===== src/sacl_pkg.sv =====
`default_nettype none

package sacl_pkg;

	localparam int WAYS_DEF        = 4;
	localparam int SET_BITS_DEF    = 6;
	localparam int OFFSET_BITS_DEF = 4;

	localparam int ADDR_W     = 32;
	localparam int WORD_W     = 32;
	localparam int STAMP_W    = 32;
	localparam int CNT_W      = 32;
	localparam int WAY_OUT_W  = 2;
	localparam int VLA_W      = 28;
	localparam int CFG_IDX_W  = 1;
	localparam int CFG_DATA_W = 1;

	typedef logic [ADDR_W-1:0]    addr_t;
	typedef logic [WORD_W-1:0]    word_t;
	typedef logic [STAMP_W-1:0]   stamp_t;
	typedef logic [CNT_W-1:0]     cnt_t;
	typedef logic [WAY_OUT_W-1:0] way_out_t;
	typedef logic [VLA_W-1:0]     vla_t;

	localparam logic [CFG_IDX_W-1:0] REG_WRITE_BACK_MODE     = 1'd0;
	localparam logic [CFG_IDX_W-1:0] REG_WRITE_ALLOCATE_MODE = 1'd1;

	localparam logic OP_READ  = 1'b0;
	localparam logic OP_WRITE = 1'b1;

endpackage

`default_nettype wire


===== src/sacl_lru_tree.sv =====
`default_nettype none

module sacl_lru_tree #(
	parameter int WAYS  = sacl_pkg::WAYS_DEF,
	parameter int WAY_W = 2
) (
	input  logic [WAYS*sacl_pkg::STAMP_W-1:0] stamps,
	output logic [WAY_W-1:0]                  lru_way
);
	import sacl_pkg::*;

	localparam int LEAVES = 1 << $clog2(WAYS);

	logic [LEAVES*STAMP_W-1:0] padded;
	logic                      nd_present [2*LEAVES];
	stamp_t                    nd_stamp   [2*LEAVES];
	logic [WAY_W-1:0]          nd_idx     [2*LEAVES];

	assign padded = (LEAVES*STAMP_W)'(stamps);

	// heap-ordered min tree; on equal stamps the right (higher) way wins
	always_comb begin
		nd_present[0] = 1'b0;
		nd_stamp[0]   = '0;
		nd_idx[0]     = '0;
		for (int i = 0; i < LEAVES; i++) begin
			nd_present[LEAVES+i] = (i < WAYS);
			nd_stamp[LEAVES+i]   = padded[i*STAMP_W +: STAMP_W];
			nd_idx[LEAVES+i]     = WAY_W'(i);
		end
		for (int n = LEAVES - 1; n >= 1; n--) begin
			if (nd_present[2*n+1] &&
			    (!nd_present[2*n] || nd_stamp[2*n+1] <= nd_stamp[2*n])) begin
				nd_present[n] = 1'b1;
				nd_stamp[n]   = nd_stamp[2*n+1];
				nd_idx[n]     = nd_idx[2*n+1];
			end else begin
				nd_present[n] = nd_present[2*n];
				nd_stamp[n]   = nd_stamp[2*n];
				nd_idx[n]     = nd_idx[2*n];
			end
		end
	end

	assign lru_way = nd_idx[1];

endmodule

`default_nettype wire


===== config.mk =====
export PLATFORM = sky130hd
export DESIGN_NAME = sacl_lru_tree
export DESIGN_NICKNAME = d
export VERILOG_FILES = /design/src/sacl_pkg.sv /design/src/sacl_lru_tree.sv
export SDC_FILE = /design/constraint.sdc
export NUM_CORES = 1
export LEC_CHECK = 0
export BUFFER_PORTS_ARGS = -buffer_cell sky130_fd_sc_hd__buf_4
export CAP_MARGIN = 0
export CELL_PAD_IN_SITES_DETAIL_PLACEMENT = 0
export CELL_PAD_IN_SITES_GLOBAL_PLACEMENT = 1
export CORE_ASPECT_RATIO = 2
export CORE_MARGIN = 2
export CORE_UTILIZATION = 27
export DETAILED_ROUTE_END_ITERATION = 8
export GPL_TIMING_DRIVEN = 0
export MAX_ROUTING_LAYER = met4
export PLACE_DENSITY_LB_ADDON = 0.1
export SYNTH_ARGS = -nofsm -noshare
export SYNTH_HDL_FRONTEND = slang
export SYNTH_SLANG_ARGS = --single-unit

===== constraint.sdc =====
create_clock -name vclk -period 4.4
set_input_delay 0.22 -clock vclk [all_inputs]
set_output_delay 0.22 -clock vclk [all_outputs]
set_load 0.02 [all_outputs]

# == Word-level counts from Yosys, hierarchy flattened ==
# Index checks and enable logic that the tools add are counted.
# word_totals
ff_bits,0
latch_bits,0
mem_bits_rw,0
mem_bits_ro,0
input_bits,128
out_inout_bits,2
elab_cells,8
mem_count,0
# op_classes
add_sub_neg,0
mul,0
div,0
n_lt_le_gt_ge,3
eq_ne,0
shift,0
mux,5
bitwise_logic,0
reduce_logical,0
# op_table
operator,count
$le A32 B32 Y1,3
$mux W32,2
$mux W1,2
$mux W2,1

# == Logic depth before layout (Yosys ltp) ==
# logic_depth
depth_word,4
mapped_depth,16
mapped_depth_nobuf,15

# == Least setup slack after synthesis ==
# Ideal clock, no wire load.
# synth_path
path_type,input-to-output
startpoint,input port stamps[73] (netlist bit)
endpoint,output port lru_way[0]
arrival_ps,3991
slack_ps,189
path_stages,16
path_buffers,1
path_cell_list,inv_1 -> ha_1 -> a21o_1 -> nand3_1 -> a21oi_1 -> or4_4 -> a22oi_4 -> buf_6 -> mux2_2 -> ha_1 -> nand4_1 -> nor3_1 -> a21boi_0 -> nor4_1 -> a2bb2oi_1 -> mux2_2
# synth_via
elab_chain_cells,4
# synth_rtl
item,line_no,rtl
from (decl),sacl_lru_tree.sv:7,"input logic [WAYS*sacl_pkg::STAMP_W-1:0] stamps,"
$le A32 B32 Y1,sacl_lru_tree.sv:33,(!nd_present[2*n] || nd_stamp[2*n+1] <= nd_stamp[2*n])) begin
$mux W32,sacl_lru_tree.sv:32,if (nd_present[2*n+1] &&
$le A32 B32 Y1,sacl_lru_tree.sv:33,
$mux W2 *,sacl_lru_tree.sv:32,
to (decl),sacl_lru_tree.sv:8,output logic [WAY_W-1:0] lru_way
# Every way passes the cells marked *; elsewhere a longest branch is shown, timed or not.

# == Worst setup path after layout ==
# Ends and elaborated chain as after synthesis.

==> impl_metrics.toml <==
[critical_path]
worstPathMaxFanout = 10
cp-start-kind = "input pin"
crit_required_ps = 4180
path_class = "in -> out"
critPathCapture = "lru_way[0]"
critPathLaunch = "stamps[73]"
critPathArrivalTime_ps = 4030
end_kind = "output port"

[die]
die_w_um = 79.3
die_area_sq_um = 12300
rows = 55
fp.dieH_um = 155
io_pins = 130
fp.coreArea_sq_um = 11200
initial_core_util_pct = 27.3

[timing]
layout_min_cycle_time_ps = 4250
fmax_ghz = 0.235
finalCritPeriodShare_pct = 96.6
worst_pin_slew_ps = 397
hold_viol_final = 0
slew_headroom_pct = 72.9
slew_viol_final = 0
finalSetupViolCount = 0

[finish]
final_nets = 747
drive_gt1_share_pct = 36.3
n_clock_buffer = 0
n_antenna_cell = 0
seq_area_sq_um = 0
instances_no_fill = 663
fillers = 1229
mostFrequentLayoutCells = "buf_4 (139), ha_1 (96), inv_1 (64), a21oi_1 (38), mux2_2 (32)"
syn_to_final_growth_pct = 41.8
final_common_cell = "buf_4"
nFlopsAndLatches = 0

[global_routing]
grt_max_degree = 11
grt_usage_pct = 17.7
grt_pass1_wl_um = 16300
grt_pass1_vias = 3411
overflow = 0
antenna_found_initial = 0

[synthesis]
synth_top_area_share_pct = 39.2
yosys_warnings = 0
avgSynthCellArea_sq_um = 8.01
synth_nets = 606
ys_seq_area_share_pct = 0
synth_area_leader_cell = "ha_1"
synth_area_leaders = "ha_1 (39%), mux2_2 (12%), mux2i_1 (10%), inv_1 (7.8%), a21oi_1 (6.4%)"
syn-cell-area_sq_um = 3060
synth_cell_types = 31
synthCells = 382

[power_and_ir_drop]
powerDensity_nw_per_um2 = 130
p_leak_nw = 2.38
ir_drop_mv = 0.0684
power_w = 0.000565

[route]
drt_first_iter_violations = 53
drtAntennaViolNets = 0
drtPass1Iterations = 4
detail_route.drc_violations = 0
via_per_inst = 4.92
drt-total-wl_um = 10600
vias = 3265
avgRoutedWirePerCell_um = 16.0

[placement]
dp.cells = 654
gp_congestion = 0.822
place_hpwl_um = 9810
port_buffers = 130

[flow_run]
drv_cap = 0

[cts]
cts_hold_buffers = 0

[hold_path]
hold_class = "in -> out"

[run_status]
status = "finished clean"
[timing repair]
action | CTS | global route
pin swaps | 3 | 5
gates resized for setup | 2 | 14
endpoints found under the setup margin | 1 | 2
buffers inserted | 5 | 4
endpoints found under the hold margin | 0 | 0
[synth_stat cells, types with 2 or more instances]
cell,count
nor2_1,6
a211oi_1,6
mux2i_1,32
nand4_1,22
a21o_1,6
nor3_1,5
a22oi_1,3
and4_1,2
nand3_1,11
mux2_2,32
nor4_1,5
a21boi_0,2
o211ai_1,5
nand2_1,17
ha_1,96
buf_2,3
o21ai_0,9
buf_6,3
inv_1,64
nor2b_1,4
a21oi_1,39
[kinds of logic after synthesis]
| family | after synthesis | synth area share (%) |
|---|---|---|
| and+or+nand+nor | 76 | 13.4 |
| muxes | 65 | 22.6 |
| adders and majority gates | 96 | 39.2 |
| buffers and inverters | 70 | 9.44 |
| AOI/OAI and AO/OA | 75 | 15.3 |
[critical path, stage by stage]
cell       delay (ps)
buf_4              90
inv_1              30
ha_1              310
a21o_1            190
nand3_1            70
a21oi_1            60
or4_4             550
a22oi_4           220
buf_6             190
mux2_2            390
ha_1              310
nand4_1           200
nor4_2            360
a21bo_2           270
a2bb2oi_2         130
mux2_2            280
buf_4             160
[worst min-delay path by stage]
| stage | from | to | slack (ps) | cells after the start |
|---|---|---|---|---|
| floorplan | stamps[95] | lru_way[1] | 960 | 5 |
| global placement | stamps[95] | lru_way[1] | 1250 | 7 |
| detailed placement | stamps[127] | lru_way[1] | 1260 | 7 |
| CTS | stamps[127] | lru_way[1] | 1380 | 8 |
| global route | stamps[127] | lru_way[0] | 1490 | 8 |
| finish | stamps[127] | lru_way[0] | 1440 | 8 |
[metal layers]
metal | part of all wire (%) | wire [um] | global-route usage (%) | vias to the layer above
li1 | - | - | - | 1703
met1 | 30 | 3220 | 14.8 | 1485
met2 | 66 | 7050 | 40.9 | 71
met3 | 2.2 | 237 | 0.292 | 6
met4 | 1.3 | 137 | 1.72 | 0
met5 | 0 | 0 | - | -
[per-stage QoR]
step | hold slack, ps | util, % | setup WS [ps] | TNS [ps] | instance area (sq um)
3_3_place_gp | 1250 | 37.6 | -188 | -188 | 4220
2_1_floorplan | 961 | - | 189 | 0 | 3060
6_report | 1440 | 38.7 | 150 | 0 | 4340
3_5_place_dp | 1260 | 37.6 | -187 | -187 | 4220
4_1_cts | 1380 | 38.0 | 27.9 | 0 | 4260
5_1_grt | 1490 | 38.7 | -68.0 | -103 | 4340
[power by group]
group | switching (W) | leakage [nW] | internal (W) | total [W]
clock network | 0 | 0 | 0 | 0
logic | 0.000270 | 2.38 | 0.000295 | 0.000565
registers | 0 | 0 | 0 | 0
total | 0.000270 | 2.38 | 0.000295 | 0.000565
[final cells by class]
type	instances	area [sq um]	share of cell area (%)
multi-input combinational	312	2810	64.8
timing repair buffer	139	1040	24.0
inverter	64	240	5.53
tap	142	178	4.09
buffer	6	67.6	1.56
No activity file was read; power rests on OpenSTA's default activity.
